[src/rtl/stb_pkg.sv]
// Shared types and constants for the simulated-time barrier coordinator.
// Used by stb_table and simulated_time_barrier; depends on nothing.
`timescale 1ns / 1ps

package stb_pkg;

	localparam int PARTICIPANTS = 16;
	localparam int IDX_W = $clog2(PARTICIPANTS);
	localparam int CNT_W = $clog2(PARTICIPANTS + 1);
	localparam int STEP_W = 64;

	// Request kinds carried in the input tuser.
	localparam logic [1:0] FUNC_REPORT = 2'd0;
	localparam logic [1:0] FUNC_ADVANCE = 2'd1;
	localparam logic [1:0] FUNC_STOP = 2'd2;

	// Participant status codes.
	localparam logic [1:0] STAT_WORKING = 2'd0;
	localparam logic [1:0] STAT_OUT_OF_SYNC = 2'd1;
	localparam logic [1:0] STAT_WAITING = 2'd2;
	localparam logic [1:0] STAT_REALTIME = 2'd3;

	// Advance outcome codes.
	localparam logic [1:0] ADV_DONE = 2'd0;
	localparam logic [1:0] ADV_NO_DATA = 2'd1;
	localparam logic [1:0] ADV_OUT_OF_SYNC = 2'd2;
	localparam logic [1:0] ADV_INACTIVE = 2'd3;

	typedef struct packed {
		logic [STEP_W-1:0] step;
		logic [1:0]        status;
	} entry_t;

	typedef struct packed {
		logic             en;
		logic [IDX_W-1:0] addr;
		entry_t           data;
	} tbl_wr_t;

	typedef struct packed {
		logic   valid;
		entry_t data;
	} tbl_rd_t;

	// Result word; the last member sits in the lowest bits of tdata.
	typedef struct packed {
		logic              pad;
		logic [STEP_W-1:0] cur_time;
		logic              stop_sent;
		logic [STEP_W-1:0] trig_time;
		logic              trig_valid;
		logic [1:0]        outcome;
		logic [1:0]        status;
		logic              kept;
	} result_t;

endpackage

[src/rtl/stb_table.sv]
// Participant table: a synchronous memory of step and status words with
// per-entry valid flags in flip-flops. Depends on stb_pkg.
`timescale 1ns / 1ps

module stb_table (
	input  logic                    clk,
	input  logic                    arst_n,
	input  logic                    rd_en,
	input  logic [stb_pkg::IDX_W-1:0] rd_addr,
	output stb_pkg::tbl_rd_t        rd,
	input  stb_pkg::tbl_wr_t        wr
);

	stb_pkg::entry_t                  mem [stb_pkg::PARTICIPANTS];
	logic [stb_pkg::PARTICIPANTS-1:0] valid_q;
	stb_pkg::entry_t                  rd_data_q;
	logic                             rd_valid_q;

	always_ff @(posedge clk) begin
		if (wr.en) begin
			mem[wr.addr] <= wr.data;
		end
		if (rd_en) begin
			rd_data_q <= mem[rd_addr];
		end
	end

	always_ff @(posedge clk or negedge arst_n) begin
		if (!arst_n) begin
			valid_q <= '0;
			rd_valid_q <= 1'b0;
		end else begin
			if (wr.en) begin
				valid_q[wr.addr] <= 1'b1;
			end
			if (rd_en) begin
				rd_valid_q <= valid_q[rd_addr];
			end
		end
	end

	assign rd.valid = rd_valid_q;
	assign rd.data = rd_data_q;

endmodule

[src/rtl/simulated_time_barrier.sv]
// Lock-step simulated-time barrier coordinator, top level.
// Depends on stb_pkg and stb_table.
`timescale 1ns / 1ps
//
// Channel | Dir | Signals                        | Word
// s       | in  | s_tvalid s_tready s_tdata s_tuser | one request
// m       | out | m_tvalid m_tready m_tdata      | one result per request
// cfg     | in  | cfg_valid cfg_ready cfg_data   | simulated_mode register
//
// A ready report goes from acceptance to the next acceptance through a table read,
// a compare and write back, then hand-off to the output register.
// An advance request reads the table twice, once for the minimum and once to
// mark entries working; a refused advance skips the second pass.
// Stop, unknown and inactive requests go straight to the output hand-off.
// Reset clears the valid flags at once; the table memory needs no clearing.
// A result waiting in the output register does not block the next request;
// only a second result finishing before the first is taken waits.

module simulated_time_barrier (
	input  logic         clk,
	input  logic         arst_n,
	input  logic         s_tvalid,
	output logic         s_tready,
	input  logic [71:0]  s_tdata,  // participant[3:0], requested_step[67:4], zero[71:68]
	input  logic [1:0]   s_tuser,  // func[1:0]
	output logic         m_tvalid,
	input  logic         m_tready,
	// report_kept[0], assigned_status[2:1], advance_outcome[4:3], trigger_valid[5],
	// trigger_time[69:6], stop_sent[70], current_time[134:71], zero[135]
	output logic [135:0] m_tdata,
	input  logic         cfg_valid,
	output logic         cfg_ready,
	input  logic         cfg_data
);

	typedef enum logic [5:0] {
		ST_IDLE   = 6'b000001,
		ST_REPORT = 6'b000010,
		ST_SCAN   = 6'b000100,
		ST_DECIDE = 6'b001000,
		ST_MARK   = 6'b010000,
		ST_FIN    = 6'b100000
	} state_t;

	localparam logic [stb_pkg::CNT_W-1:0] LAST_CNT = stb_pkg::CNT_W'(stb_pkg::PARTICIPANTS);

	state_t                         state_q;
	logic                           running_q;
	logic                           mode_q;
	logic [stb_pkg::STEP_W-1:0]     sim_time_q;
	logic [stb_pkg::STEP_W-1:0]     item_step_q;
	logic [stb_pkg::IDX_W-1:0]      item_idx_q;
	logic [stb_pkg::CNT_W-1:0]      cnt_q;
	logic                           issue_s1;
	logic [stb_pkg::IDX_W-1:0]      idx_s1;
	logic                           have_q;
	logic [stb_pkg::STEP_W-1:0]     low_q;
	stb_pkg::result_t               res_q;
	stb_pkg::result_t               out_q;
	logic                           out_valid_q;

	logic                           accept;
	logic [3:0]                     in_participant;
	logic [stb_pkg::STEP_W-1:0]     in_step;
	logic                           in_range;
	logic                           scanning;
	logic                           scan_rd;
	logic                           rd_en;
	logic [stb_pkg::IDX_W-1:0]      rd_addr;
	stb_pkg::tbl_rd_t               rd;
	stb_pkg::tbl_wr_t               wr;
	logic [stb_pkg::STEP_W-1:0]     stored_step;
	logic                           rpt_keep;
	logic [1:0]                     rpt_status;
	logic                           fin_go;
	stb_pkg::result_t               res_idle;
	stb_pkg::result_t               res_next;

	assign in_participant = s_tdata[3:0];
	assign in_step = s_tdata[67:4];
	assign in_range = 32'(in_participant) < 32'(stb_pkg::PARTICIPANTS);
	assign s_tready = (state_q == ST_IDLE);
	assign accept = s_tvalid && s_tready;
	assign cfg_ready = 1'b1;
	assign fin_go = !out_valid_q || m_tready;

	assign scanning = (state_q == ST_SCAN) || (state_q == ST_MARK);
	assign scan_rd = scanning && (cnt_q < LAST_CNT);

	always_comb begin
		rd_en = scan_rd;
		rd_addr = cnt_q[stb_pkg::IDX_W-1:0];
		if (state_q == ST_IDLE) begin
			rd_en = accept && (s_tuser == stb_pkg::FUNC_REPORT);
			rd_addr = stb_pkg::IDX_W'(in_participant);
		end
	end

	// Ready report classification against the entry just read.
	assign stored_step = rd.valid ? rd.data.step : '0;
	assign rpt_keep = item_step_q >= stored_step;

	always_comb begin
		priority if (!mode_q) begin
			rpt_status = stb_pkg::STAT_REALTIME;
		end else if (item_step_q == sim_time_q) begin
			rpt_status = stb_pkg::STAT_WORKING;
		end else if (item_step_q < sim_time_q) begin
			rpt_status = stb_pkg::STAT_OUT_OF_SYNC;
		end else begin
			rpt_status = stb_pkg::STAT_WAITING;
		end
	end

	always_comb begin
		wr = '0;
		if (state_q == ST_REPORT) begin
			wr.en = rpt_keep;
			wr.addr = item_idx_q;
			wr.data.step = item_step_q;
			wr.data.status = rpt_status;
		end else if (state_q == ST_MARK) begin
			// Entries read in the previous cycle that sit at the new time are rewritten as working behind the read pointer.
			wr.en = issue_s1 && rd.valid && (rd.data.step == sim_time_q)
				&& (rd.data.status != stb_pkg::STAT_WORKING);
			wr.addr = idx_s1;
			wr.data.step = rd.data.step;
			wr.data.status = stb_pkg::STAT_WORKING;
		end
	end

	always_comb begin
		res_idle = '0;
		res_idle.outcome = stb_pkg::ADV_INACTIVE;
		res_idle.cur_time = sim_time_q;
	end

	always_comb begin
		res_next = res_q;
		unique case (state_q)
			ST_IDLE: begin
				res_next = res_idle;
				res_next.stop_sent = (s_tuser == stb_pkg::FUNC_STOP);
			end
			ST_REPORT: begin
				res_next = res_idle;
				res_next.kept = rpt_keep;
				res_next.status = rpt_keep ? rpt_status : stb_pkg::STAT_WORKING;
			end
			ST_DECIDE: begin
				res_next = res_idle;
				if (!have_q) begin
					res_next.outcome = stb_pkg::ADV_NO_DATA;
				end else if (low_q < sim_time_q) begin
					res_next.outcome = stb_pkg::ADV_OUT_OF_SYNC;
				end
			end
			ST_MARK: begin
				res_next = res_idle;
				res_next.outcome = stb_pkg::ADV_DONE;
				res_next.trig_valid = 1'b1;
				res_next.trig_time = sim_time_q;
			end
			ST_SCAN, ST_FIN: begin
			end
			default: begin
			end
		endcase
	end

	stb_table u_table (
		.clk     (clk),
		.arst_n  (arst_n),
		.rd_en   (rd_en),
		.rd_addr (rd_addr),
		.rd      (rd),
		.wr      (wr)
	);

	always_ff @(posedge clk or negedge arst_n) begin
		if (!arst_n) begin
			state_q <= ST_IDLE;
			running_q <= 1'b1;
			mode_q <= 1'b1;
			sim_time_q <= '0;
			cnt_q <= '0;
			issue_s1 <= 1'b0;
			have_q <= 1'b0;
			out_valid_q <= 1'b0;
		end else begin
			if (cfg_valid && cfg_ready) begin
				mode_q <= cfg_data;
			end
			issue_s1 <= scan_rd;
			if (scan_rd) begin
				cnt_q <= cnt_q + 1'b1;
			end
			if ((state_q == ST_SCAN) && issue_s1 && rd.valid
				&& (!have_q || (rd.data.step < low_q))) begin
				have_q <= 1'b1;
			end
			if ((state_q == ST_FIN) && fin_go) begin
				out_valid_q <= 1'b1;
			end else if (m_tready) begin
				out_valid_q <= 1'b0;
			end

			unique case (state_q)
				ST_IDLE: begin
					if (accept) begin
						cnt_q <= '0;
						have_q <= 1'b0;
						unique case (s_tuser)
							stb_pkg::FUNC_REPORT: begin
								state_q <= (running_q && in_range) ? ST_REPORT : ST_FIN;
							end
							stb_pkg::FUNC_ADVANCE: begin
								state_q <= (mode_q && running_q) ? ST_SCAN : ST_FIN;
							end
							stb_pkg::FUNC_STOP: begin
								running_q <= 1'b0;
								state_q <= ST_FIN;
							end
							default: begin
								state_q <= ST_FIN;
							end
						endcase
					end
				end
				ST_REPORT: state_q <= ST_FIN;
				ST_SCAN: begin
					if (cnt_q == LAST_CNT) begin
						state_q <= ST_DECIDE;
					end
				end
				ST_DECIDE: begin
					cnt_q <= '0;
					if (have_q && (low_q >= sim_time_q)) begin
						sim_time_q <= low_q;
						state_q <= ST_MARK;
					end else begin
						state_q <= ST_FIN;
					end
				end
				ST_MARK: begin
					if (cnt_q == LAST_CNT) begin
						state_q <= ST_FIN;
					end
				end
				ST_FIN: begin
					if (fin_go) begin
						state_q <= ST_IDLE;
					end
				end
				default: state_q <= ST_IDLE;
			endcase
		end
	end

	// Payload registers.
	always_ff @(posedge clk) begin
		idx_s1 <= cnt_q[stb_pkg::IDX_W-1:0];
		if ((state_q == ST_SCAN) && issue_s1 && rd.valid
			&& (!have_q || (rd.data.step < low_q))) begin
			low_q <= rd.data.step;
		end
		if ((state_q == ST_FIN) && fin_go) begin
			out_q <= res_q;
		end
		if (state_q == ST_IDLE) begin
			item_step_q <= in_step;
			item_idx_q <= stb_pkg::IDX_W'(in_participant);
		end
		res_q <= res_next;
	end

	assign m_tvalid = out_valid_q;
	assign m_tdata = out_q;

	a_stop_halts: assert property (@(posedge clk) disable iff (!arst_n)
		(accept && (s_tuser == stb_pkg::FUNC_STOP)) |=> !running_q)
		else $error("stop request did not halt the coordinator");

	a_time_monotonic: assert property (@(posedge clk) disable iff (!arst_n)
		sim_time_q >= $past(sim_time_q))
		else $error("simulated time moved backward");

	a_trigger_time: assert property (@(posedge clk) disable iff (!arst_n)
		(m_tvalid && out_q.trig_valid) |-> (out_q.trig_time == out_q.cur_time))
		else $error("trigger time differs from current time");

	a_write_states: assert property (@(posedge clk) disable iff (!arst_n)
		wr.en |-> ((state_q == ST_REPORT) || (state_q == ST_MARK)))
		else $error("table written outside report or mark phase");

	a_kept_inactive: assert property (@(posedge clk) disable iff (!arst_n)
		(m_tvalid && out_q.kept) |-> (out_q.outcome == stb_pkg::ADV_INACTIVE))
		else $error("stored report carries an advance outcome");

endmodule

[config.mk]
export PLATFORM = sky130hd
export DESIGN_NAME = simulated_time_barrier
export DESIGN_NICKNAME = d
export VERILOG_FILES = /design/src/rtl/stb_pkg.sv /design/src/rtl/stb_table.sv /design/src/rtl/simulated_time_barrier.sv
export SDC_FILE = /design/constraint.sdc
export NUM_CORES = 2
export LEC_CHECK = 0
export BUFFER_PORTS_ARGS = -buffer_cell sky130_fd_sc_hd__buf_2
export CORE_MARGIN = 10
export CORE_UTILIZATION = 50
export CTS_BUF_LIST = sky130_fd_sc_hd__clkbuf_4 sky130_fd_sc_hd__clkbuf_8
export CTS_CLUSTER_SIZE = 16
export DETAILED_ROUTE_END_ITERATION = 6
export GPL_TIMING_DRIVEN = 0
export PLACE_DENSITY_LB_ADDON = 0.2
export RECOVER_POWER = 25
export SLEW_MARGIN = 20
export SYNTH_ARGS = -nofsm -noshare
export SYNTH_HDL_FRONTEND = slang
export SYNTH_SLANG_ARGS = --single-unit
[constraint.sdc]
create_clock -name clk -period 9.6 [get_ports clk]
set_input_delay 1.92 -clock clk [delete_from_list [all_inputs] [get_ports clk]]
set_output_delay 1.92 -clock clk [all_outputs]
set_load 0.02 [all_outputs]
Word level (Yosys, flattened, before mapping) --
Memories as Yosys holds them, arrays and structs flattened. A register that Yosys moved wholly into a read port is not among the register bits. Index checks and enable logic that the tools add are counted. W data, S select, Z words.
Word-level totals: bits in registers 505, bits in writable memories 1056, input bits 80, output and inout port bits 139, logic and storage cells 117, memories kept 1
Operators by class: add/sub/neg operators 1, order comparisons 9, equality and inequality tests 15, mux-type cells 35, bitwise gates (word level) 1, reduce and logical (&&, ||, !) cells 25
Memories:
- u_table.mem | depth 16, bits a word 66, read ports 1, clocked after memory_dff 1, write ports 1, line stb_table.sv:14 | stb_pkg::entry_t mem [stb_pkg::PARTICIPANTS];
Operators by type and width (number):
- $pmux W136 S4 | 1
- $lt A64 B64 Y1 | 3
- $mux W71 | 2
- $eq A64 B64 Y1 | 2
- $ge A64 B64 Y1 | 2
- $mux W64 | 1
- $mux W6 | 7
- $pmux W6 S6 | 1
- $or A16 B16 Y16 | 1
- $logic_and A1 B1 Y1 | 13
- $pmux W6 S2 | 1
- $mux W1 | 11
- $lt A4 B5 Y1 const B | 2
- $mux W2 | 5
- $mux W5 | 2
- $pmux W5 S2 | 1
- $eq A6 B1 Y1 const B | 1
- $eq A6 B2 Y1 const B | 1
- $eq A6 B3 Y1 const B | 1
- $eq A6 B4 Y1 const B | 1
- $eq A6 B5 Y1 const B | 1
- $eq A6 B6 Y1 const B | 1
- $ne A2 B1 Y1 const B | 3
- $add A5 B1 Y5 const B | 1
- other kinds (17) | 21

Longest topological paths before layout --
depth after elaboration 10, depth in mapped cells 13, depth with buffers taken out 11

Hierarchy --
Synthesis repeated with hierarchy kept, for this count alone.
Unflattened totals: cells, all modules 3344, area total of the unflattened synthesis 65653.0 µm²
Modules (own cells, without submodules):
- stb_table | instances 1, cells an instance 1592, area an instance 42398.2 µm², seq. area each 34117.7 µm²
- simulated_time_barrier | instances 1, cells an instance 1752, area an instance 23254.8 µm², seq. area each 14157.3 µm²

Worst setup path after synthesis --
OpenSTA, ideal clock, no wires.
path kind input to register, start point in m_tready, end point reg out_q (netlist bit m_tdata[0]) (enable), setup time 0.674 ns, arrival time 8.468 ns, data required time 8.926 ns, setup slack 0.458 ns, cell stages on the path 2, cell sequence inv_1 -> a21oi_1
On the way: longest elaborated chain between the ends 2
RTL lines:
- from (decl) | line simulated_time_barrier.sv:27 | input logic m_tready,
- $logic_or A1 B1 Y1 | line simulated_time_barrier.sv:85 | assign fin_go = !out_valid_q || m_tready;
- $logic_and A1 B1 Y1 | line simulated_time_barrier.sv:267 | if ((state_q == ST_FIN) && fin_go) begin
- to (signal assigned) | line simulated_time_barrier.sv:268 | out_q <= res_q;
- to (decl) | line simulated_time_barrier.sv:59 | stb_pkg::result_t out_q;
Every way passes these cells. A chain may end at the register's enable or synchronous reset.

==> flow_summary_export.csv <==
group,metric,value,unit
critical_path,critPathRequiredTime,9.68,ns
clock_tree,clk_latency,0.99,ns
critical_path,critPathMaxStageDelay,2.98,ns
drt,drt_iter0_markers,4017,
floorplanning,start_util,0.503,
sta,setup_viol,0,
final_layout,drive_gt1_frac,0.146,
global_routing,grt_overflow,0,
synth,synth.net_count,5116,
clock_tree,cts_max_path_buffers,4,
critical_path,reg2reg_to,"m_tdata[101]",
critical_path,start_kind,"primary input",
critical_path,crit_family,"buffers and inverters",
critical_path,rr_worst_depth,7,
clock_tree,post_cts_resized,0,
final_layout,seqCellArea,48300,µm²
clock_tree,cts_tree,"yes",
final_layout,multi_input_area,18000,µm²
critical_path,path_cells,"clkbuf_1 > clkbuf_1",
final_layout,n_fill_cell,10700,
synth,syn_inst,4779,
sta,period_share,0.640,
clock_tree,clock_sinks,1625,
critical_path,r2r_start,"state_q[2]",
clock_tree,cts.root.buffer_cell,"clkbuf_8",
critical_path,r2r_slack,3.60,ns
clock_tree,htree_levels,5,
power_and_ir_drop,power.density,247,nW/µm²
drt,avgViaCountPerCell,5.83,
synth,synth_top_cell_area_share,0.672,
outcome,outcome,"complete, but fails checks",
critical_path,crit_path_max_fanout,68,
critical_path,cpMaxStageDelayCell,"clkbuf_1",
final_layout,final_area,77200,µm²
floorplanning,ios,219,
power_and_ir_drop,finalPower,0.0191,W
placement,dp_hpwl,144000,µm
synth,synth.area.top_cells,"edfxtp_1, ha_1, a211oi_1",
global_routing,grt_pass1_wl,282000,µm
clock_tree,cts_buffers,280,
global_routing,grt_max_degree,69,
sta,report.final.slew_viol_count,143,
synth,synth_top_cell_by_area,"edfxtp_1",
hold_path,hold_class,"flop to flop",
clock_tree,cts_setup_buffers,0,
placement,port_buffers,212,
final_layout,syn_to_final_growth,13.4,%
final_layout,final_cell_mix,"edfxtp_1, nand2_1, a211oi_1, clkbuf_8, buf_2",
sta,slew_headroom,-1.77,
sta,finalClockSkew,0.0596,ns
drt,first_pass_iters,5,
floorplanning,die_width,389,µm
final_layout,fin_util,0.570,
global_routing,grt_pass1_vias,42900,
placement,placed_area,72300,µm²
drt,vias,42300,
drt,drc_errors,0,
floorplanning,core-area,135000,µm²
outcome,violations,"max-capacitance violations, max-slew violations",
drt,antenna_left,0,
floorplanning,die-area,151000,µm²
synth,yosys_register_bits,1625,
sta,fin_crit,6.14,ns
hold_path,holdPathStages,0,
sta,worst_pin_slew,4.16,ns
global_routing,track_usage,0.251,
floorplanning,die_h,389,µm
hold_path,min_to,"m_tdata[6]",
clock_tree,cts_hold_buf,0,
synth,synth_area_per_cell,14.2,µm²
placement,finalWeightedCongestion,1.08,
sta,clock.fmax,0.163,GHz
final_layout,nets,5643,
synth,ys_types,77,
drt,routedWlPerCell,26.6,µm
synth,synth_seq_area_share,0.709,
critical_path,crit_arrival,6.22,ns
drt,drt-total-wl,193000,µm
global_routing,antenna_found_initial,9,
critical_path,cpMostUsedCell,"clkbuf_1",
critical_path,critPathBufInv,2,
sta,rsz0062_at_grt,"no",
job,maxCapViolations,3,
synth,ys_warn_count,0,
final_layout,final_common_cell,"edfxtp_1",
clock_tree,clk_pin_slew,0.06,ns
sta,setup_tns,0,ns
critical_path,worstSetupPathType,"primary input to async pin",
power_and_ir_drop,vdd_drop_max,0.145,mV
hold_path,hp-start,"res_q[6]",
synth,syn-cell-area,68100,µm²
power_and_ir_drop,p_leak,25.3,nW
synth,async_flop_share,0.0597,
critical_path,endpoint_kind,"async pin",
sta,final_hold_viol_count,0,
floorplanning,num_rows,135,
synth,ys.flop_type,"edfxtp_1",
synth,synth-edff-count,1524,
==> state kept, by name (all words and copies together), names as in the netlist, 6 cells and up <==
signal,flops
m_tdata,135
state_q,6
u_table.rd,66
res_q,135
u_table.valid_q,16
u_table.mem,1056
low_q,64
sim_time_q,64
item_step_q,64
==> per-layer routing <==
layer	up-vias	routed length, µm	track usage
met3	343	16700	0.0520
li1	19300	-	-
met2	1858	90400	0.404
met1	20800	77100	0.328
met4	2	8710	0.116
met5	-	18	0
==> final cells by class <==
cell class | instances | share of cell area
diodes | 5 | 0.000162
plain buffers | 260 | 0.0164
clock buffers | 383 | 0.0609
clock inverters | 72 | 0.00537
inverters | 148 | 0.00725
multi-input cells | 2746 | 0.234
flip-flops and latches | 1625 | 0.626
well taps | 1781 | 0.0289
repair buffers | 245 | 0.0216
==> power breakdown <==
group,leakage (nW),total (W),internal [W],switching [W]
clock,2.73,0.00590,0.00324,0.00265
combinational,9.55,0.00435,0.00136,0.00300
sequential,13.1,0.00882,0.00845,0.000362
total,25.3,0.0191,0.0131,0.00601
==> cell families after synthesis <==
logic type / share of synthesized area
buffers and inverters: 0.0268
XOR/XNOR: 0.00708
flip-flops: 0.709
multiplexers: 0.0108
AO/OA/AOI/OAI: 0.109
adder cells (fa/ha/maj): 0.0472
AND/OR/NAND/NOR: 0.0903
other: 0.000110
==> how the worst max path moves through the flow <==
stage,startpoint,endpoint,depth (start not counted)
floorplan,m_tready,m_tdata[0],2
global placement,u_table.rd_valid_q,u_table.mem[4][28],11
detailed placement,u_table.rd_valid_q,u_table.mem[9][27],12
CTS,u_table.rd_valid_q,u_table.mem[9][28],12
global route,arst_n,u_table.valid_q[2],2
finish,arst_n,u_table.valid_q[2],2
==> Yosys cell counts, types with 4 or more instances <==
library cell	number
a22o_1	61
o21ai_0	54
clkbuf_1	128
o211ai_1	5
and3_1	6
and2_0	53
or3_1	7
nor3_1	15
mux2i_1	70
a21oi_1	226
nor2b_1	20
o22ai_1	4
buf_1	9
buf_6	17
xnor2_1	30
a211oi_1	343
o21a_1	8
buf_2	94
buf_4	12
and4_1	11
nand2_1	674
a21o_1	32
nand4_1	54
a2111oi_0	8
edfxtp_1	1524
inv_1	147
a221o_1	4
nand3b_1	4
nand2b_1	14
o21ai_1	4
nand3_1	40
a31oi_1	135
xor2_1	25
nor2_1	132
dfxtp_1	4
nor4_1	17
ha_1	257
a311oi_1	134
a221oi_1	6
dfrtp_1	94
and2_1	231
==> metrics by stage <==
stage                     std cells  hold slack, ns  setup WS, ns
after detailed placement       6805           0.405          4.08
after global placement         6772           0.401         -3.28
final                          7265           0.396          3.46
after CTS                      7260           0.392          4.11
after floorplan                4779           0.400         0.458
after global routing           7264           0.394          2.43
Note: power is estimated with default switching activity, not from simulation.
